==> src/design/assert_macros.svh <==
// Assertion helpers used by the RTL.
`ifndef ASSERT_MACROS_SVH
`define ASSERT_MACROS_SVH

// Check on every clock edge, skip while in reset.
`define AST_CLK(label, prop, msg) \
  label: assert property (@(posedge clk) disable iff (rst) prop) else $error(msg);

// Check on every clock edge, reset included.
`define AST_ALWAYS(label, prop, msg) \
  label: assert property (@(posedge clk) prop) else $error(msg);

`endif

==> src/design/ntoe_pkg.sv <==
`default_nettype none
package ntoe_pkg;

  localparam int MAX_NODES = 32;
  localparam int IDX_W     = $clog2(MAX_NODES);
  localparam int CNT_W     = $clog2(MAX_NODES + 1);
  localparam int ENTRY_W   = 6;

  localparam logic [2:0] OP_HEARD   = 3'd0;
  localparam logic [2:0] OP_LOOKUP  = 3'd1;
  localparam logic [2:0] OP_LOOKIDX = 3'd2;
  localparam logic [2:0] OP_SETFAV  = 3'd3;
  localparam logic [2:0] OP_SETIGN  = 3'd4;
  localparam logic [2:0] OP_REMOVE  = 3'd5;
  localparam logic [2:0] OP_RESET   = 3'd6;

  localparam logic [1:0] ST_OK       = 2'd0;
  localparam logic [1:0] ST_NOTFOUND = 2'd1;
  localparam logic [1:0] ST_REJECT   = 2'd2;
  localparam logic [1:0] ST_FULL     = 2'd3;

  typedef struct packed {
    logic              ignored;
    logic              favorite;
    logic [2:0]        hop_dist;
    logic              hops_known;
    logic              mqtt;
    logic [7:0]        nhop;
    logic [2:0]        channel;
    logic signed [7:0] snr;
    logic [31:0]       heard;
  } info_t;

  localparam int INFO_W = $bits(info_t);

endpackage
`default_nettype wire

==> src/design/node_table_with_oldest_eviction_unit.sv <==
`default_nettype none
// Neighbor table of MAX_NODES records held in two RAMs with registered reads
// (ids and record info). One operation at a time: operations that search by
// id (heard, lookup by id, flag updates, remove) scan the used slots one per
// cycle, then read the slot found; heard and flag updates write it back and
// remove moves the last record into the gap. A miss or a drop on a full
// table ends after the scan. Lookup by index reads its slot without a scan;
// table reset, rejected senders and unknown operations go straight to the
// result. The result is held until taken, then the next item is accepted.
// No clearing pass after reset.
`include "assert_macros.svh"
module node_table_with_oldest_eviction_unit import ntoe_pkg::*; (
  input  wire logic              clk,
  input  wire logic              rst,
  input  wire logic              cfg_we,
  input  wire logic [31:0]       cfg_wdata,
  input  wire logic              in_valid,
  output logic                   in_ready,
  input  wire logic [2:0]        operation,
  input  wire logic [31:0]       node_id,
  input  wire logic [31:0]       now_sec,
  input  wire logic signed [7:0] snr_db,
  input  wire logic [2:0]        channel_number,
  input  wire logic              channel_valid,
  input  wire logic [7:0]        relay_hop,
  input  wire logic              came_via_mqtt,
  input  wire logic [2:0]        hop_limit_start,
  input  wire logic [2:0]        hop_left,
  input  wire logic              flag_value,
  input  wire logic [4:0]        slot_index,
  output logic                   out_valid,
  input  wire logic              out_ready,
  output logic [1:0]             status,
  output logic [31:0]            found_id,
  output logic [31:0]            heard_time,
  output logic signed [7:0]      stored_snr,
  output logic [2:0]             stored_channel,
  output logic [7:0]             stored_next_hop,
  output logic                   mqtt_flag,
  output logic                   hops_known,
  output logic [2:0]             hop_distance,
  output logic                   favorite_flag,
  output logic                   ignored_flag,
  output logic [ENTRY_W-1:0]     entries_used
);

  typedef enum logic [7:0] {
    S_IDLE = 8'b0000_0001,
    S_SCAN = 8'b0000_0010,
    S_RD   = 8'b0000_0100,
    S_RDW  = 8'b0000_1000,
    S_RDL  = 8'b0001_0000,
    S_RDLW = 8'b0010_0000,
    S_WR   = 8'b0100_0000,
    S_OUT  = 8'b1000_0000
  } state_t;

  state_t state;

  logic [31:0]       local_id;
  logic [CNT_W-1:0]  used_count;

  // latched beat
  logic [2:0]        op_q;
  logic [31:0]       id_q;
  logic [31:0]       now_q;
  logic [7:0]        snr_q;
  logic [2:0]        chan_q;
  logic [7:0]        nh_q;
  logic              mqtt_q;
  logic [2:0]        hs_q;
  logic [2:0]        hl_q;
  logic              flag_q;

  // scan
  logic [CNT_W-1:0]  issue_cnt;
  logic              chk_valid;
  logic [IDX_W-1:0]  chk_addr;
  logic              match_found;
  logic [IDX_W-1:0]  match_idx;
  logic              best_valid;
  logic [IDX_W-1:0]  best_idx;
  logic [31:0]       best_time;

  logic [IDX_W-1:0]  idx;
  logic              is_new;
  logic [31:0]       old_id;
  info_t             old_info;

  logic [1:0]        res_status;
  logic [31:0]       res_id;
  info_t             res_info;

  // decision taken at accept
  state_t            acc_state;
  logic [1:0]        acc_status;
  logic [31:0]       acc_id;
  info_t             acc_info;

  // RAM ports
  logic              we;
  logic [IDX_W-1:0]  waddr;
  logic [IDX_W-1:0]  raddr;
  logic [31:0]       wid;
  info_t             winfo;
  logic [31:0]       rd_id;
  logic [INFO_W-1:0] rd_raw;
  info_t             rd_info;

  assign rd_info = info_t'(rd_raw);

  ntoe_ram #(.WIDTH(32), .DEPTH(MAX_NODES)) u_ids (
    .clk(clk), .we(we), .waddr(waddr), .wdata(wid), .raddr(raddr), .rdata(rd_id)
  );

  ntoe_ram #(.WIDTH(INFO_W), .DEPTH(MAX_NODES)) u_info (
    .clk(clk), .we(we), .waddr(waddr), .wdata(winfo), .raddr(raddr), .rdata(rd_raw)
  );

  logic       scan_more;
  logic       scan_done;
  logic       hops_ok;
  info_t      heard_info;
  info_t      mod_info;
  logic [CNT_W-1:0] last_slot;

  assign scan_more = issue_cnt < used_count;
  assign scan_done = !scan_more && !chk_valid;
  assign hops_ok   = (hs_q != 3'd0) && (hs_q >= hl_q);
  assign last_slot = used_count - CNT_W'(1);

  always_comb begin
    heard_info = is_new ? info_t'('0) : old_info;
    if (hops_ok) begin
      heard_info.hops_known = 1'b1;
      heard_info.hop_dist   = hs_q - hl_q;
    end
    heard_info.heard    = now_q;
    heard_info.snr      = snr_q;
    heard_info.channel  = chan_q;
    heard_info.nhop     = nh_q;
    heard_info.mqtt     = mqtt_q;

    mod_info = old_info;
    if (op_q == OP_SETFAV) begin
      mod_info.favorite = flag_q;
    end else begin
      mod_info.ignored = flag_q;
    end
  end

  always_comb begin
    acc_state  = S_OUT;
    acc_status = ST_REJECT;
    acc_id     = '0;
    acc_info   = '0;
    case (operation)
      OP_HEARD: begin
        if (node_id != 32'd0 && node_id != local_id) acc_state = S_SCAN;
      end
      OP_LOOKUP, OP_SETFAV, OP_SETIGN: acc_state = S_SCAN;
      OP_REMOVE: begin
        if (node_id != local_id) acc_state = S_SCAN;
      end
      OP_LOOKIDX: begin
        if (32'(slot_index) < 32'(used_count)) begin
          acc_state = S_RD;
        end else begin
          acc_status = ST_NOTFOUND;
        end
      end
      OP_RESET: begin
        if (local_id != 32'd0) begin
          acc_status     = ST_OK;
          acc_id         = local_id;
          acc_info.heard = now_sec;
        end
      end
      default: ;
    endcase
  end

  always_comb begin
    we    = 1'b0;
    waddr = idx;
    wid   = id_q;
    winfo = heard_info;
    raddr = idx;
    case (state)
      S_IDLE: begin
        waddr = '0;
        wid   = local_id;
        winfo = '0;
        winfo.heard = now_sec;
        we    = in_valid && (operation == OP_RESET) && (local_id != 32'd0);
      end
      S_SCAN: raddr = issue_cnt[IDX_W-1:0];
      S_RDL:  raddr = last_slot[IDX_W-1:0];
      S_RDLW: begin
        we    = 1'b1;
        wid   = rd_id;
        winfo = rd_info;
      end
      S_WR: begin
        we    = (op_q == OP_HEARD) || (op_q == OP_SETFAV) || (op_q == OP_SETIGN);
        winfo = (op_q == OP_HEARD) ? heard_info : mod_info;
      end
      default: ;
    endcase
  end

  assign in_ready  = (state == S_IDLE);
  assign out_valid = (state == S_OUT);

  always_ff @(posedge clk) begin
    if (rst) begin
      state      <= S_IDLE;
      local_id   <= '0;
      used_count <= '0;
      chk_valid  <= 1'b0;
    end else begin
      if (cfg_we) begin
        local_id <= cfg_wdata;
      end
      case (state)
        S_IDLE: begin
          if (in_valid) begin
            op_q        <= operation;
            id_q        <= node_id;
            now_q       <= now_sec;
            snr_q       <= snr_db;
            chan_q      <= channel_valid ? channel_number : 3'd0;
            nh_q        <= relay_hop;
            mqtt_q      <= came_via_mqtt;
            hs_q        <= hop_limit_start;
            hl_q        <= hop_left;
            flag_q      <= flag_value;
            is_new      <= 1'b0;
            issue_cnt   <= '0;
            chk_valid   <= 1'b0;
            match_found <= 1'b0;
            best_valid  <= 1'b0;
            idx         <= IDX_W'(slot_index);
            res_status  <= acc_status;
            res_id      <= acc_id;
            res_info    <= acc_info;
            state       <= acc_state;
            if (operation == OP_RESET) begin
              used_count <= (local_id != 32'd0) ? CNT_W'(1) : '0;
            end
          end
        end
        S_SCAN: begin
          chk_valid <= scan_more;
          chk_addr  <= issue_cnt[IDX_W-1:0];
          if (scan_more) begin
            issue_cnt <= issue_cnt + CNT_W'(1);
          end
          if (chk_valid) begin
            if (rd_id == id_q && !match_found) begin
              match_found <= 1'b1;
              match_idx   <= chk_addr;
            end
            if (rd_id != local_id && !rd_info.favorite &&
                (!best_valid || rd_info.heard < best_time)) begin
              best_valid <= 1'b1;
              best_idx   <= chk_addr;
              best_time  <= rd_info.heard;
            end
          end
          if (scan_done) begin
            if (match_found) begin
              idx   <= match_idx;
              state <= S_RD;
            end else if (op_q != OP_HEARD) begin
              res_status <= ST_NOTFOUND;
              state      <= S_OUT;
            end else if (used_count < CNT_W'(MAX_NODES)) begin
              idx        <= used_count[IDX_W-1:0];
              used_count <= used_count + CNT_W'(1);
              is_new     <= 1'b1;
              state      <= S_RD;
            end else if (best_valid) begin
              idx    <= best_idx;
              is_new <= 1'b1;
              state  <= S_RD;
            end else begin
              res_status <= ST_FULL;
              state      <= S_OUT;
            end
          end
        end
        S_RD: state <= S_RDW;
        S_RDW: begin
          old_id   <= rd_id;
          old_info <= rd_info;
          state    <= (op_q == OP_REMOVE) ? S_RDL : S_WR;
        end
        S_RDL: state <= S_RDLW;
        S_RDLW: begin
          // move last record into the gap
          used_count <= last_slot;
          res_status <= ST_OK;
          res_id     <= old_id;
          res_info   <= old_info;
          state      <= S_OUT;
        end
        S_WR: begin
          res_status <= ST_OK;
          res_id     <= (op_q == OP_HEARD) ? id_q : old_id;
          case (op_q)
            OP_HEARD:            res_info <= heard_info;
            OP_SETFAV, OP_SETIGN: res_info <= mod_info;
            default:             res_info <= old_info;
          endcase
          state <= S_OUT;
        end
        S_OUT: begin
          if (out_ready) state <= S_IDLE;
        end
        default: state <= S_IDLE;
      endcase
    end
  end

  assign status          = res_status;
  assign found_id        = res_id;
  assign heard_time      = res_info.heard;
  assign stored_snr      = res_info.snr;
  assign stored_channel  = res_info.channel;
  assign stored_next_hop = res_info.nhop;
  assign mqtt_flag       = res_info.mqtt;
  assign hops_known      = res_info.hops_known;
  assign hop_distance    = res_info.hop_dist;
  assign favorite_flag   = res_info.favorite;
  assign ignored_flag    = res_info.ignored;
  assign entries_used    = ENTRY_W'(used_count);

  `AST_CLK(a_count_bound, used_count <= CNT_W'(MAX_NODES), "used count beyond table size")
  `AST_CLK(a_one_side, !(in_ready && out_valid), "input taken while result pending")
  `AST_CLK(a_out_done, out_valid && out_ready |=> in_ready, "no return to idle after beat")
  `AST_CLK(a_fail_zero, out_valid && status != ST_OK |-> found_id == 32'd0,
           "failed result carries an id")

endmodule
`default_nettype wire

==> src/design/ntoe_ram.sv <==
`default_nettype none
module ntoe_ram #(
  parameter int WIDTH = 32,
  parameter int DEPTH = 32
) (
  input  wire logic                     clk,
  input  wire logic                     we,
  input  wire logic [$clog2(DEPTH)-1:0] waddr,
  input  wire logic [WIDTH-1:0]         wdata,
  input  wire logic [$clog2(DEPTH)-1:0] raddr,
  output logic      [WIDTH-1:0]         rdata
);

  logic [WIDTH-1:0] mem [DEPTH];

  always_ff @(posedge clk) begin
    if (we) begin
      mem[waddr] <= wdata;
    end
    rdata <= mem[raddr];
  end

endmodule
`default_nettype wire
==> config.mk <==
export PLATFORM = sky130hd
export DESIGN_NAME = node_table_with_oldest_eviction_unit
export DESIGN_NICKNAME = d
export VERILOG_FILES = /design/src/design/ntoe_pkg.sv /design/src/design/node_table_with_oldest_eviction_unit.sv /design/src/design/ntoe_ram.sv
export VERILOG_INCLUDE_DIRS = /design/src /design/src/design
export SDC_FILE = /design/constraint.sdc
export NUM_CORES = 2
export LEC_CHECK = 0
export BUFFER_PORTS_ARGS = -buffer_cell sky130_fd_sc_hd__buf_2
export CAP_MARGIN = 10
export CORE_MARGIN = 1.5
export CORE_UTILIZATION = 50
export CTS_CLUSTER_DIAMETER = 50
export DETAILED_ROUTE_END_ITERATION = 10
export HOLD_SLACK_MARGIN = 0.1
export PLACE_DENSITY = 0.62
export SLEW_MARGIN = 20
export SYNTH_ARGS = -nofsm -noshare
export SYNTH_HDL_FRONTEND = slang
export SYNTH_SLANG_ARGS = --single-unit
export TNS_END_PERCENT = 30
==> constraint.sdc <==
create_clock -name clk -period 11.66 [get_ports clk]
set_input_delay 2.332 -clock clk [delete_from_list [all_inputs] [get_ports clk]]
set_output_delay 2.332 -clock clk [all_outputs]
set_load 0.02 [all_outputs]
==> impl_metrics.py <==
metrics = {
    "clock_network": {
        "root_buffer": "clkbuf_16",
        "clk_pin_slew_ns": 0.06,
        "cts_tree": "built",
        "postCtsHoldBufs": 0,
        "postCtsSetupRepairBufs": 0,
        "cts_buffer_depth": 4,
        "cts.sinks": 3354,
        "numCtsBuffers": 378,
        "htree_levels": 5,
        "cts_resized": 0,
        "clk-insertion-delay-late_ns": 0.99,
    },
    "worst_setup_path": {
        "cp-start-kind": "flop",
        "crit_required_ns": 12.20,
        "crit_path_max_fanout": 78,
        "critPathCaptureType": "flop",
        "crit_path_frequent_cell": "buf_4",
        "critPathSlowestCell": "buf_4",
        "crit_arrival_ns": 6.49,
        "critPathMaxStageDelay_ns": 0.73,
        "rrSetupSlack_ns": 5.71,
        "cp_cell_sequence": "or3_1, nor4_2, buf_12, nand2_1, a2bb2oi_1, nor2_1, nand4_1, nor2_4, buf_4, buf_4",
        "critPathKind": "reg2reg",
    },
    "route": {
        "drt_iter0_drc": 11000,
        "ant_nets": 0,
        "drt-total-wl_um": 386000,
        "drt-pass1-iter-count": 11,
        "vias": 85800,
        "drc": 3,
        "detail_route.wl_per_cell_um": 27.8,
        "viasPerCell": 6.19,
    },
    "timing": {
        "fin_tns_setup_ns": 0,
        "finalCriticalPeriod_ns": 5.95,
        "slew_violations": 0,
        "rsz0062_at_grt": "no",
        "hold_ws_ns": 0.417,
        "hold_viol_final": 0,
        "setup-violations-final": 0,
        "fin_ws_ns": 5.71,
        "finClkSkew_ns": 0.0976,
        "maxSlewHeadroom_pct": 19.2,
        "min_period_over_period_pct": 51.1,
        "max_clock_freq_mhz": 168,
        "worst_pin_slew_ns": 1.20,
    },
    "synthesis": {
        "yosysTopAreaCellShare_pct": 72.6,
        "ys_async_sr_fraction_pct": 0,
        "syn-num-nets": 10100,
        "ys_ff_latch": 3354,
        "yosysSeqAreaShare_pct": 74.7,
        "yosys-top-cells-area": "edfxtp_1 73%, nand2_1 8.3%, a311oi_1 4.5%, nand3_1 2.7%, dfxtp_1 2.1%",
        "ys_warn_count": 0,
        "synth_ff_type": "edfxtp_1",
        "synth_area_sq_mm": 0.133,
        "synth.largest_area_cell": "edfxtp_1",
        "yosys.cell_types.count": 63,
        "synthCells": 9873,
        "synth_edf_count": 3217,
        "avgSynthCellArea_sq_um": 13.5,
    },
    "floorplanning": {
        "die_w_um": 519,
        "start_util_pct": 50.2,
        "die_area_sq_mm": 0.269,
        "die_h_um": 519,
        "core_sq_mm": 0.265,
        "io_pins": 237,
        "rows": 189,
    },
    "outcome": {
        "status": "complete, but fails checks",
        "violations": "design-rule violations",
    },
    "placed_design": {
        "pre_cts_ws_ns": 4.83,
        "place_congestion": 0.863,
        "dp.final_hpwl_um": 216000,
        "io_buffers": 236,
        "dpl_cell_area_sq_mm": 0.138,
    },
    "global_route": {
        "grt_pass1_vias": 81400,
        "grt-ovfl-total": 0,
        "grt_pass1_wl_um": 560000,
        "grt_usage_pct": 28.0,
        "antenna_found_initial": 11,
        "grt_max_degree": 166,
    },
    "power_and_ir_drop": {
        "p_leak_nw": 53.1,
        "peakVddDrop_v": 0.000218,
        "power_density_mw_per_mm2": 263,
    },
    "hold_path": {
        "hold_class": "reg2reg",
    },
    "cells_and_area": {
        "synthToLayoutAreaGrowth_pct": 13.5,
        "final_common_cell": "edfxtp_1",
        "most-common-layout-cells": "3217 x edfxtp_1, 2920 x nand2_1, 719 x nand3_1",
        "stdcell_area_sq_mm": 0.151,
        "fin_nets": 10200,
        "drive_above_1_share_pct": 11.2,
    },
    "run": {
        "maxCapViolations": 0,
    },
}
==> synthesized netlist by cell type (35+ instances only) <==
cell / instances
a21oi_1: 40
a222oi_1: 99
a22o_1: 41
a22oi_1: 39
a311oi_1: 687
and3_1: 356
buf_2: 157
clkbuf_1: 508
dfxtp_1: 137
edfxtp_1: 3217
ha_1: 46
inv_1: 138
mux2i_1: 90
nand2_1: 2942
nand3_1: 719
nor2_1: 126
nor4_1: 118
xnor2_1: 68
xor2_1: 35
==> worst paths after layout <==
check | endpoint | start | depth (start not counted)
worst max-delay path | u_info.mem[24][47] | state[1] | 10
worst min-delay path | mod_info[42] | u_info.rdata[42] | 0
worst max register to register | u_info.mem[24][47] | state[1] | 10
worst min register to register | mod_info[42] | u_info.rdata[42] | 0
==> where the power goes <==
part	switching (W)	internal (W)	total, W
clock	0.00498	0.00700	0.0120
combinational	0.00893	0.00293	0.0119
sequential	0.000488	0.0153	0.0158
==> layout make-up <==
class	count	area [sq um]
Fill cell	20900	114000
Timing Repair Buffer	464	3230
Sequential cell	3354	99300
Clock inverter	234	2700
Antenna cell	5	12.5
Multi-Input combinational cell	5669	30700
Tap cell	3533	4420
Clock buffer	464	9990
Inverter	138	523
==> layer usage <==
metal | track usage (%) | vias to the layer above | routed length [um]
li1 | - | 37300 | -
met1 | 39.9 | 43300 | 157000
met2 | 44.0 | 4482 | 180000
met3 | 3.98 | 694 | 34900
met4 | 10.0 | 0 | 14400
met5 | 0 | - | 0
==> per-stage QoR <==
stage	total power, W	instances	utilization [%]
final	0.0397	13900	57.0
after global routing	0.0411	13900	57.0
after CTS	0.0397	13900	57.0
after detailed placement	0.0278	13200	52.2
after global placement	0.0276	13200	52.1
after floorplan	0.0230	9873	-
==> cells by family (layout without fill, tap and decap cells) <==
logic type,after synthesis,in the layout,synth area share [%]
other,0,5,0
AO/OA/AOI/OAI,1059,1059,6.77
XOR/XNOR,103,103,0.678
multiplexers,93,93,0.703
flip-flops,3354,3354,74.7
adder cells (fa/ha/maj),47,47,0.448
buffers and inverters,850,1300,2.61
AND/OR/NAND/NOR,4367,4367,14.1
==> state kept, by name (all words and copies together) (netlist names), 32 cells and up <==
name / cells
u_ids.mem: 1024
u_ids.rdata: 32
id_q: 32
heard_time: 32
found_id: 32
u_info.mem: 1856
u_info.rdata: 58
now_q: 32
mod_info: 56
old_id: 32
best_time: 32
local_id: 32
==> worst max-delay path: cells and delay by family, from the launching register on <==
kind	cells	cell delay, ns
and+or+nand+nor	6	2.70
buffers and inverters	3	1.88
DFF	1	0.53
AOI/OAI and AO/OA	1	0.37
Power figures use the tool's default switching activity.
